## src/ciau_pkg.sv

```systemverilog
// ----------------------------------------------------------------------------
// ciau_pkg : shared types for the checked integer ALU
// Operation and status codes, controller states and the command/status
// structs that join the controller and the datapath.
// ----------------------------------------------------------------------------
package ciau_pkg;

   typedef enum logic [2:0] {
      OP_ADD = 3'd0,
      OP_SUB = 3'd1,
      OP_MUL = 3'd2,
      OP_DIV = 3'd3,
      OP_NEG = 3'd4,
      OP_ABS = 3'd5,
      OP_POW = 3'd6
   } op_type;

   typedef enum logic [2:0] {
      ST_OK      = 3'd0,
      ST_OVF     = 3'd1,
      ST_UNF     = 3'd2,
      ST_DIV0    = 3'd3,
      ST_INEXACT = 3'd4,
      ST_NOTINT  = 3'd5
   } status_type;

   typedef enum logic [2:0] {
      S_IDLE,
      S_DECODE,
      S_MUL,
      S_MEND,
      S_DIV,
      S_DEND,
      S_FINISH
   } state_type;

   typedef struct packed {
      logic load_in;     // capture the accepted item
      logic load_quick;  // commit the quick-path result
      logic start_iter;  // load the shift-add / shift-subtract unit
      logic mul_step;
      logic div_step;
      logic mul_end;     // classify product, maybe restart for power
      logic div_end;
      logic load_out;    // move the finished result to the output register
   } cmd_type;

   typedef struct packed {
      logic need_mul;
      logic need_div;
      logic cnt_last;
      logic pow_more;
   } dp_stat_type;

endpackage

```

## src/ciau_ctrl.sv

```systemverilog
// ----------------------------------------------------------------------------
// ciau_ctrl : sequencing for the checked integer ALU
// Walks one item through decode, the iterative unit and the output register.
// ----------------------------------------------------------------------------
module ciau_ctrl import ciau_pkg::*; (
   input  logic        clock,
   input  logic        reset,
   input  logic        req_valid,
   output logic        req_stall,
   output logic        rsp_valid,
   input  logic        rsp_stall,
   input  dp_stat_type stat,
   output cmd_type     cmd
);

   state_type state_ff, state_in;
   logic      rsp_valid_ff, rsp_valid_in;

   always_comb begin
      state_in = state_ff;
      case (state_ff)
         S_IDLE: begin
            if (req_valid) state_in = S_DECODE;
         end
         S_DECODE: begin
            if (stat.need_mul)      state_in = S_MUL;
            else if (stat.need_div) state_in = S_DIV;
            else                    state_in = S_FINISH;
         end
         S_MUL: begin
            if (stat.cnt_last) state_in = S_MEND;
         end
         S_MEND: begin
            state_in = stat.pow_more ? S_MUL : S_FINISH;
         end
         S_DIV: begin
            if (stat.cnt_last) state_in = S_DEND;
         end
         S_DEND: begin
            state_in = S_FINISH;
         end
         S_FINISH: begin
            if (!rsp_valid_ff || !rsp_stall) state_in = S_IDLE;
         end
         default: state_in = S_IDLE;
      endcase
   end

   always_comb begin
      cmd = '0;
      req_stall = 1'b1;
      case (state_ff)
         S_IDLE: begin
            req_stall   = 1'b0;
            cmd.load_in = req_valid;
         end
         S_DECODE: begin
            cmd.start_iter = stat.need_mul | stat.need_div;
            cmd.load_quick = !(stat.need_mul | stat.need_div);
         end
         S_MUL:    cmd.mul_step = 1'b1;
         S_MEND:   cmd.mul_end  = 1'b1;
         S_DIV:    cmd.div_step = 1'b1;
         S_DEND:   cmd.div_end  = 1'b1;
         S_FINISH: cmd.load_out = !rsp_valid_ff || !rsp_stall;
         default:  cmd = '0;
      endcase
   end

   always_comb begin
      rsp_valid_in = rsp_valid_ff;
      if (rsp_valid_ff && !rsp_stall) rsp_valid_in = 1'b0;
      if (cmd.load_out)               rsp_valid_in = 1'b1;
   end

   always_ff @(posedge clock) begin
      if (reset) begin
         state_ff     <= S_IDLE;
         rsp_valid_ff <= 1'b0;
      end else begin
         state_ff     <= state_in;
         rsp_valid_ff <= rsp_valid_in;
      end
   end

   assign rsp_valid = rsp_valid_ff;

endmodule

```

## src/ciau_dpath.sv

```systemverilog
// ----------------------------------------------------------------------------
// ciau_dpath : operand registers, quick checks and iterative mul/div unit
// One shift-add multiplier and one restoring divider share the same
// registers and counter; a result bit per cycle.
// ----------------------------------------------------------------------------
module ciau_dpath import ciau_pkg::*; #(
   parameter int DATA_WIDTH = 64
) (
   input  logic               clock,
   input  cmd_type            cmd,
   output dp_stat_type        stat,
   input  logic [2:0]         req_func,
   input  logic signed [63:0] req_operand_a,
   input  logic signed [63:0] req_operand_b,
   input  logic               req_a_is_two_pow_63,
   output logic signed [63:0] rsp_result,
   output logic [2:0]         rsp_status
);

   localparam int W  = DATA_WIDTH;
   localparam int CW = $clog2(DATA_WIDTH);
   localparam logic [W-1:0]  MIN_V  = {1'b1, {(W-1){1'b0}}};
   localparam logic [W-1:0]  ONES_V = {W{1'b1}};
   localparam logic [W-1:0]  ONE_V  = W'(1);
   localparam logic [CW-1:0] LAST_C = CW'(W - 1);

   op_type        op_ff;
   logic [W-1:0]  a_ff, b_ff;
   logic          big_ff;
   logic [W-1:0]  mcand_ff, mcand_in;
   logic [W-1:0]  hi_ff, hi_in;
   logic [W-1:0]  lo_ff, lo_in;
   logic          sign_ff, sign_in;
   logic [CW-1:0] cnt_ff, cnt_in;
   logic [W-1:0]  exp_ff, exp_in;
   logic signed [W-1:0] fin_res_ff, fin_res_in;
   status_type    fin_st_ff, fin_st_in;
   logic signed [W-1:0] out_res_ff;
   status_type    out_st_ff;

   logic          a_neg, b_neg, a_min;
   logic [W-1:0]  a_mag, b_mag;
   logic [W:0]    sum_w, dif_w;
   logic [W-1:0]  q_res;
   status_type    q_st;
   logic          need_mul, need_div;

   logic [W:0]    m_t, r_sh, d_t;
   logic          fits;
   logic          p_big, p_is_min, p_out, pow_more;
   logic [W-1:0]  s_val;

   assign a_neg = a_ff[W-1];
   assign b_neg = b_ff[W-1];
   assign a_min = a_ff == MIN_V;
   assign a_mag = a_neg ? -a_ff : a_ff;
   assign b_mag = b_neg ? -b_ff : b_ff;
   assign sum_w = {a_ff[W-1], a_ff} + {b_ff[W-1], b_ff};
   assign dif_w = {a_ff[W-1], a_ff} - {b_ff[W-1], b_ff};

   // combinational outcomes; mul, div and long power go to the iterative unit
   always_comb begin
      q_res    = '0;
      q_st     = ST_OK;
      need_mul = 1'b0;
      need_div = 1'b0;
      if (big_ff) begin
         if (op_ff == OP_NEG)      q_res = MIN_V;
         else if (op_ff == OP_ABS) q_st  = ST_OVF;
         else                      q_st  = ST_NOTINT;
      end else begin
         case (op_ff)
            OP_ADD: begin
               if (sum_w[W] != sum_w[W-1]) q_st = sum_w[W] ? ST_UNF : ST_OVF;
               else                        q_res = sum_w[W-1:0];
            end
            OP_SUB: begin
               // most negative subtrahend with a non-negative minuend is labelled underflow
               if (b_ff == MIN_V && !a_neg)     q_st = ST_UNF;
               else if (dif_w[W] != dif_w[W-1]) q_st = dif_w[W] ? ST_UNF : ST_OVF;
               else                             q_res = dif_w[W-1:0];
            end
            OP_MUL: need_mul = 1'b1;
            OP_DIV: begin
               if (b_ff == '0)                  q_st = ST_DIV0;
               else if (a_min && b_ff == ONES_V) q_st = ST_OVF;
               else                             need_div = 1'b1;
            end
            OP_NEG, OP_ABS: begin
               if (a_min) q_st = ST_OVF;
               else       q_res = (op_ff == OP_ABS) ? a_mag : -a_ff;
            end
            OP_POW: begin
               if (b_neg)                           q_st  = ST_NOTINT;
               else if (b_ff == '0 || a_ff == ONE_V) q_res = ONE_V;
               else if (a_ff == '0)                 q_res = '0;
               else if (a_ff == ONES_V)             q_res = b_ff[0] ? ONES_V : ONE_V;
               else                                 need_mul = 1'b1;
            end
            default: q_st = ST_NOTINT;
         endcase
      end
   end

   // shift-add step: {hi,lo} accumulates, lo holds the remaining multiplier bits
   assign m_t = {1'b0, hi_ff} + (lo_ff[0] ? {1'b0, mcand_ff} : '0);
   // restoring divide step: hi is the partial remainder, lo shifts dividend out
   assign r_sh = {hi_ff, lo_ff[W-1]};
   assign d_t  = r_sh - {1'b0, mcand_ff};
   assign fits = !d_t[W];

   // product magnitude is {hi,lo}; negative side may reach the minimum value
   assign p_big    = (hi_ff != '0) || lo_ff[W-1];
   assign p_is_min = (hi_ff == '0) && (lo_ff == MIN_V);
   assign p_out    = sign_ff ? (p_big && !p_is_min) : p_big;
   assign s_val    = sign_ff ? -lo_ff : lo_ff;
   assign pow_more = (op_ff == OP_POW) && !p_out && (exp_ff != ONE_V);

   always_comb begin
      mcand_in   = mcand_ff;
      hi_in      = hi_ff;
      lo_in      = lo_ff;
      sign_in    = sign_ff;
      cnt_in     = cnt_ff;
      exp_in     = exp_ff;
      fin_res_in = fin_res_ff;
      fin_st_in  = fin_st_ff;
      if (cmd.load_quick) begin
         fin_res_in = q_res;
         fin_st_in  = q_st;
      end
      if (cmd.start_iter) begin
         hi_in    = '0;
         cnt_in   = '0;
         exp_in   = b_ff;
         mcand_in = (op_ff == OP_DIV) ? b_mag : a_mag;
         if (op_ff == OP_POW) begin
            lo_in   = ONE_V;
            sign_in = a_neg;
         end else begin
            lo_in   = (op_ff == OP_DIV) ? a_mag : b_mag;
            sign_in = a_neg ^ b_neg;
         end
      end
      if (cmd.mul_step) begin
         hi_in  = m_t[W:1];
         lo_in  = {m_t[0], lo_ff[W-1:1]};
         cnt_in = cnt_ff + 1'b1;
      end
      if (cmd.div_step) begin
         hi_in  = fits ? d_t[W-1:0] : r_sh[W-1:0];
         lo_in  = {lo_ff[W-2:0], fits};
         cnt_in = cnt_ff + 1'b1;
      end
      if (cmd.mul_end) begin
         if (p_out) begin
            fin_res_in = '0;
            fin_st_in  = sign_ff ? ST_UNF : ST_OVF;
         end else begin
            fin_res_in = s_val;
            fin_st_in  = ST_OK;
         end
         if (pow_more) begin
            // next power: multiplier is |acc| already in lo
            hi_in   = '0;
            cnt_in  = '0;
            sign_in = sign_ff ^ a_neg;
            exp_in  = exp_ff - 1'b1;
         end
      end
      if (cmd.div_end) begin
         fin_res_in = s_val;
         fin_st_in  = (hi_ff != '0) ? ST_INEXACT : ST_OK;
      end
   end

   always_ff @(posedge clock) begin
      if (cmd.load_in) begin
         op_ff  <= op_type'(req_func);
         a_ff   <= req_operand_a[W-1:0];
         b_ff   <= req_operand_b[W-1:0];
         big_ff <= req_a_is_two_pow_63;
      end
      mcand_ff   <= mcand_in;
      hi_ff      <= hi_in;
      lo_ff      <= lo_in;
      sign_ff    <= sign_in;
      cnt_ff     <= cnt_in;
      exp_ff     <= exp_in;
      fin_res_ff <= fin_res_in;
      fin_st_ff  <= fin_st_in;
      if (cmd.load_out) begin
         out_res_ff <= fin_res_ff;
         out_st_ff  <= fin_st_ff;
      end
   end

   assign stat.need_mul = need_mul;
   assign stat.need_div = need_div;
   assign stat.cnt_last = cnt_ff == LAST_C;
   assign stat.pow_more = pow_more;

   assign rsp_result = 64'(out_res_ff);
   assign rsp_status = out_st_ff;

endmodule

```

## src/checked_integer_alu_core.sv

```systemverilog
// ----------------------------------------------------------------------------
// checked_integer_alu_core : overflow-checked signed integer ALU
// Add, subtract, multiply, divide, negate, abs and power with status.
// ----------------------------------------------------------------------------
// Usage:
//   req_* carries one item: func, two signed operands and the 2^63 flag.
//   It is taken when req_valid is high and req_stall low. Operands use
//   their low DATA_WIDTH bits; rsp_result is sign-extended to 64 bits.
//   rsp_* returns one item per request: result and status, taken when
//   rsp_valid is high and rsp_stall low; an error status gives result 0.
// Steps (W = DATA_WIDTH), from acceptance:
//   add, sub, negate, abs, trivial power and error cases: decode, then
//   finish, which moves the result to the output register. Multiply and
//   divide: decode, W one-bit steps of the shift-add / shift-subtract
//   unit, end step, finish. Power with a base of magnitude two or more:
//   one multiply per exponent step, ending when the exponent is used up
//   or at the first range error (at most W multiplies). One item is in
//   the unit at a time.
// Stall: a finished result waits in the output register; the next item
//   is accepted and worked on meanwhile, and holds at the end until the
//   register is free.
// Reset: synchronous; controller goes idle and the output is emptied.
// ----------------------------------------------------------------------------
module checked_integer_alu_core import ciau_pkg::*; #(
   parameter int DATA_WIDTH = 64
) (
   input  logic               clock,
   input  logic               reset,
   input  logic               req_valid,
   output logic               req_stall,
   input  logic [2:0]         req_func,
   input  logic signed [63:0] req_operand_a,
   input  logic signed [63:0] req_operand_b,
   input  logic               req_a_is_two_pow_63,
   output logic               rsp_valid,
   input  logic               rsp_stall,
   output logic signed [63:0] rsp_result,
   output logic [2:0]         rsp_status
);

   cmd_type     cmd;
   dp_stat_type stat;

   // sequencing: decode, iterate, hand to output register
   ciau_ctrl u_ctrl (
      .clock     (clock),
      .reset     (reset),
      .req_valid (req_valid),
      .req_stall (req_stall),
      .rsp_valid (rsp_valid),
      .rsp_stall (rsp_stall),
      .stat      (stat),
      .cmd       (cmd)
   );

   // operands, range checks and the shared bit-serial mul/div unit
   ciau_dpath #(
      .DATA_WIDTH (DATA_WIDTH)
   ) u_dpath (
      .clock               (clock),
      .cmd                 (cmd),
      .stat                (stat),
      .req_func            (req_func),
      .req_operand_a       (req_operand_a),
      .req_operand_b       (req_operand_b),
      .req_a_is_two_pow_63 (req_a_is_two_pow_63),
      .rsp_result          (rsp_result),
      .rsp_status          (rsp_status)
   );

`ifndef SYNTHESIS
   // one item at a time: after an accept the input side is closed
   a_one_in_flight: assert property (@(posedge clock) disable iff (reset)
      (req_valid && !req_stall) |=> req_stall)
      else $error("input accepted while an item is in progress");

   a_status_range: assert property (@(posedge clock) disable iff (reset)
      rsp_valid |-> (rsp_status <= 3'(ST_NOTINT)))
      else $error("undefined status code");

   a_error_zero: assert property (@(posedge clock) disable iff (reset)
      (rsp_valid && rsp_status != 3'(ST_OK) && rsp_status != 3'(ST_INEXACT))
      |-> (rsp_result == '0))
      else $error("nonzero result with error status");
`endif

endmodule

```

## config.mk

```make
export PLATFORM = sky130hd
export DESIGN_NAME = checked_integer_alu_core
export DESIGN_NICKNAME = d
export VERILOG_FILES = /design/src/ciau_pkg.sv /design/src/ciau_ctrl.sv /design/src/ciau_dpath.sv /design/src/checked_integer_alu_core.sv
export SDC_FILE = /design/constraint.sdc
export NUM_CORES = 2
export LEC_CHECK = 0
export ABC_AREA = 1
export ABC_CLOCK_PERIOD_IN_PS = 12530
export BUFFER_PORTS_ARGS = -buffer_cell sky130_fd_sc_hd__clkbuf_2
export CAP_MARGIN = 20
export CORE_MARGIN = 2
export CORE_UTILIZATION = 35
export DETAILED_ROUTE_END_ITERATION = 8
export MAX_ROUTING_LAYER = met4
export PLACE_DENSITY_LB_ADDON = 0.05
export SLEW_MARGIN = 20
export SYNTH_ARGS = -nofsm -noshare
export SYNTH_HDL_FRONTEND = slang
export SYNTH_SLANG_ARGS = --single-unit
```

## constraint.sdc

```tcl
create_clock -name clock -period 12.53 [get_ports clock]
set_input_delay 0.6265 -clock clock [delete_from_list [all_inputs] [get_ports clock]]
set_output_delay 0.6265 -clock clock [all_outputs]
set_load 0.01 [all_outputs]
```

==> reports/qor.yml <==
clocking:
  cts_buffers: 72
  htree_levels: 3
  post_cts_buffers: 0
  path_clk_slew_ns: 0.06
  cts_buffer_depth: 3
  cts-root-buf: "clkbuf_16"
  cts_resized: 0
  insertion_delay_ns: 0.75
  holdBufCountCts: 0
  clock_sinks: 533
  cts_tree: "yes"
setup_path:
  critPathSlowestCell: "nor2_1"
  end_kind: "register"
  cp-start-kind: "register"
  crit_path_frequent_cell: "inv_1"
  cpPeakStageDelay_ns: 0.53
  critPathMaxFanout: 15
  worstPathRequired_ns: 12.98
  cp.arrival_ns: 7.00
  crit_type: "reg -> reg"
cells_and_area:
  final_common_cell: "nand2_1"
  drive_gt1_share_pct: 6.13
  utilization_pct: 39.2
  finalNetCount: 9123
  syn2layout_area_growth_pct: 11.1
  mostFrequentLayoutCells: "nand2_1 (2,054), nor2_1 (1,255), inv_1 (1,178)"
  final_area_um2: 59500
  final-instance-count-excl-fill: 10800
drt:
  drt_pre_antenna_iters: 9
  drtIter0Drc: 10100
  avgViaCountPerCell: 5.94
  ant_nets: 0
  wl_per_cell_um: 32.8
  num_vias: 64300
  wl_um: 356000
  drc_errors: 0
synth:
  syn_area_per_cell_um2: 6.24
  netlist_area_um2: 53600
  yosys_warnings: 0
  netlist_instances: 8578
  ys_seq_elements: 533
  ys_async_sr_fraction_pct: 0
  synth_edf_count: 394
  ys.flop_type: "edfxtp_1"
  syn-num-nets: 8990
  synth_cell_types: 62
  yosysSeqAreaShare_pct: 27.3
grt:
  gr-total-overflow: 0
  grt_max_degree: 111
  antenna_found_initial: 40
  grt_pass1_wl_um: 475000
  grt.total_usage_pct: 45.1
  grt_pass1_vias: 57500
floorplanning:
  dieHeight_um: 395
  die_area_um2: 156000
  rows: 143
  io_pins: 205
  die_x_um: 395
  start_util_pct: 35.3
  core_um2: 152000
sta:
  finClkSkew_ns: 0.0864
  fmax_mhz: 153
  setup_viol: 0
  slew_viol_final: 0
  setup_tns_ns: 0
  hold_violations: 0
  worstMarginPinSlew_ns: 1.29
  rsz0062_at_grt: "no"
  maxSlewHeadroom_pct: 13.1
  period_minus_slack_ns: 6.55
  fin_crit_sh_pct: 52.2
placement:
  place_area_um2: 56900
  dp_cells: 10700
  portBuffers: 204
  dp_hpwl_um: 300000
  gp_congestion: 1.16
pwr:
  p_leak_nw: 26.4
  fin_total_pwr_w: 0.0176
  powerDensity_nw_per_um2: 296
  ir_worst_vdd_mv: 0.145
run:
  cap_violations: 0
worst_hold_path:
  hold_class: "in -> reg"
outcome:
  status: "complete, no violations"
==> registers in the layout (all words and copies together) (netlist names), 6 cells and up <==
| register | cells |
|---|---|
| u_dpath.cnt_ff | 6 |
| u_dpath.fin_res_ff | 64 |
| u_dpath.a_ff | 64 |
| u_dpath.b_ff | 64 |
| u_dpath.rsp_result | 64 |
| u_dpath.exp_ff | 64 |
| u_dpath.hi_ff | 64 |
| u_dpath.lo_ff | 64 |
| u_dpath.mcand_ff | 64 |
==> critical path: cells and delay by family, from the launching register on <==
family	cells	cell delay, ns
AO/OA/AOI/OAI	4	0.42
XOR/XNOR	1	0.15
adder cells (fa/ha/maj)	2	0.81
buffers and inverters	8	1.89
flip-flops	1	0.50
AND/OR/NAND/NOR	11	2.45
==> metrics by stage <==
stage	hold WS [ns]	setup slack, ns
after detailed placement	0.405	6.46
after CTS	0.0141	6.46
after global routing	0.0447	5.84
after global placement	0.403	6.16
after floorplan	0.400	5.42
final	0.0469	5.98
==> Yosys cell counts, drive strengths merged (4+ instances only) <==
library cell,instances,area share (%)
a22oi,34,0.48
nand3b,27,0.38
a2bb2oi,6,0.098
inv,1186,8.3
a21boi,28,0.39
nand2,2069,15
xor2,182,3.0
nor4,41,0.48
o31ai,8,0.11
o22ai,4,0.047
nor3,119,1.1
ha,272,6.4
o21bai,44,0.62
o21a,36,0.50
a21o,39,0.55
dfxtp,139,5.2
nand3,656,6.2
edfxtp,394,22
fa,4,0.15
buf,84,0.90
o211ai,83,1.2
o2111ai,8,0.13
clkinv,5,0.037
xnor2,51,0.83
a21oi,605,5.7
o21ai,714,6.7
nand4,169,2.0
nor2,1285,9.2
or2,39,0.46
a31oi,43,0.50
nor3b,7,0.11
and3,10,0.12
and2,9,0.11
mux2i,7,0.13
clkbuf,161,1.1
==> per-layer routing <==
layer	routed length, um	global-route usage, %	part of all wire [%]
met5	0	-	0
met4	22300	23.5	6.3
met3	49500	17.6	14
met2	139000	60.1	39
met1	145000	58.1	41
==> where the power goes <==
group / switching, W / internal [W] / leakage (nW)
clock network: 0.000969 / 0.00130 / 1.20
logic: 0.00862 / 0.00292 / 20.4
registers: 0.000995 / 0.00279 / 4.84
==> final timing paths <==
| check | from | to | slack [ns] | cells past startpoint |
|---|---|---|---|---|
| min reg2reg | u_dpath.fin_res_ff[42]$_DFFE_PP_ | u_dpath.rsp_result[42]$_DFFE_PP_ | 0.42 | 0 |
| max reg2reg | u_dpath.b_ff[29]$_DFFE_PP_ | u_dpath.fin_res_ff[23]$_DFFE_PP_ | 5.98 | 26 |
| min | req_operand_a[18] | u_dpath.a_ff[18]$_DFFE_PP_ | 0.05 | 1 |
| max | u_dpath.b_ff[29]$_DFFE_PP_ | u_dpath.fin_res_ff[23]$_DFFE_PP_ | 5.98 | 26 |
==> cell families after synthesis <==
| logic type | Yosys count | share of synthesized area (%) |
|---|---|---|
| simple gates | 4434 | 34.8 |
| compound gates | 1659 | 17.1 |
| buf+inv | 1436 | 10.4 |
| flops | 533 | 27.3 |
| fa+ha+maj | 276 | 6.50 |
| xor+xnor | 233 | 3.81 |
| mux | 7 | 0.131 |
==> area by class of cell <==
type	count	area, um^2
multi-input cells	6609	33500
repair buffers	304	1790
well taps	2030	2540
diodes	41	103
inverters	1191	4480
clock inverters	47	637
clock buffers	83	1870
flip-flops and latches	533	14600
fillers	16800	92400
(Power assumes the default switching activity.)
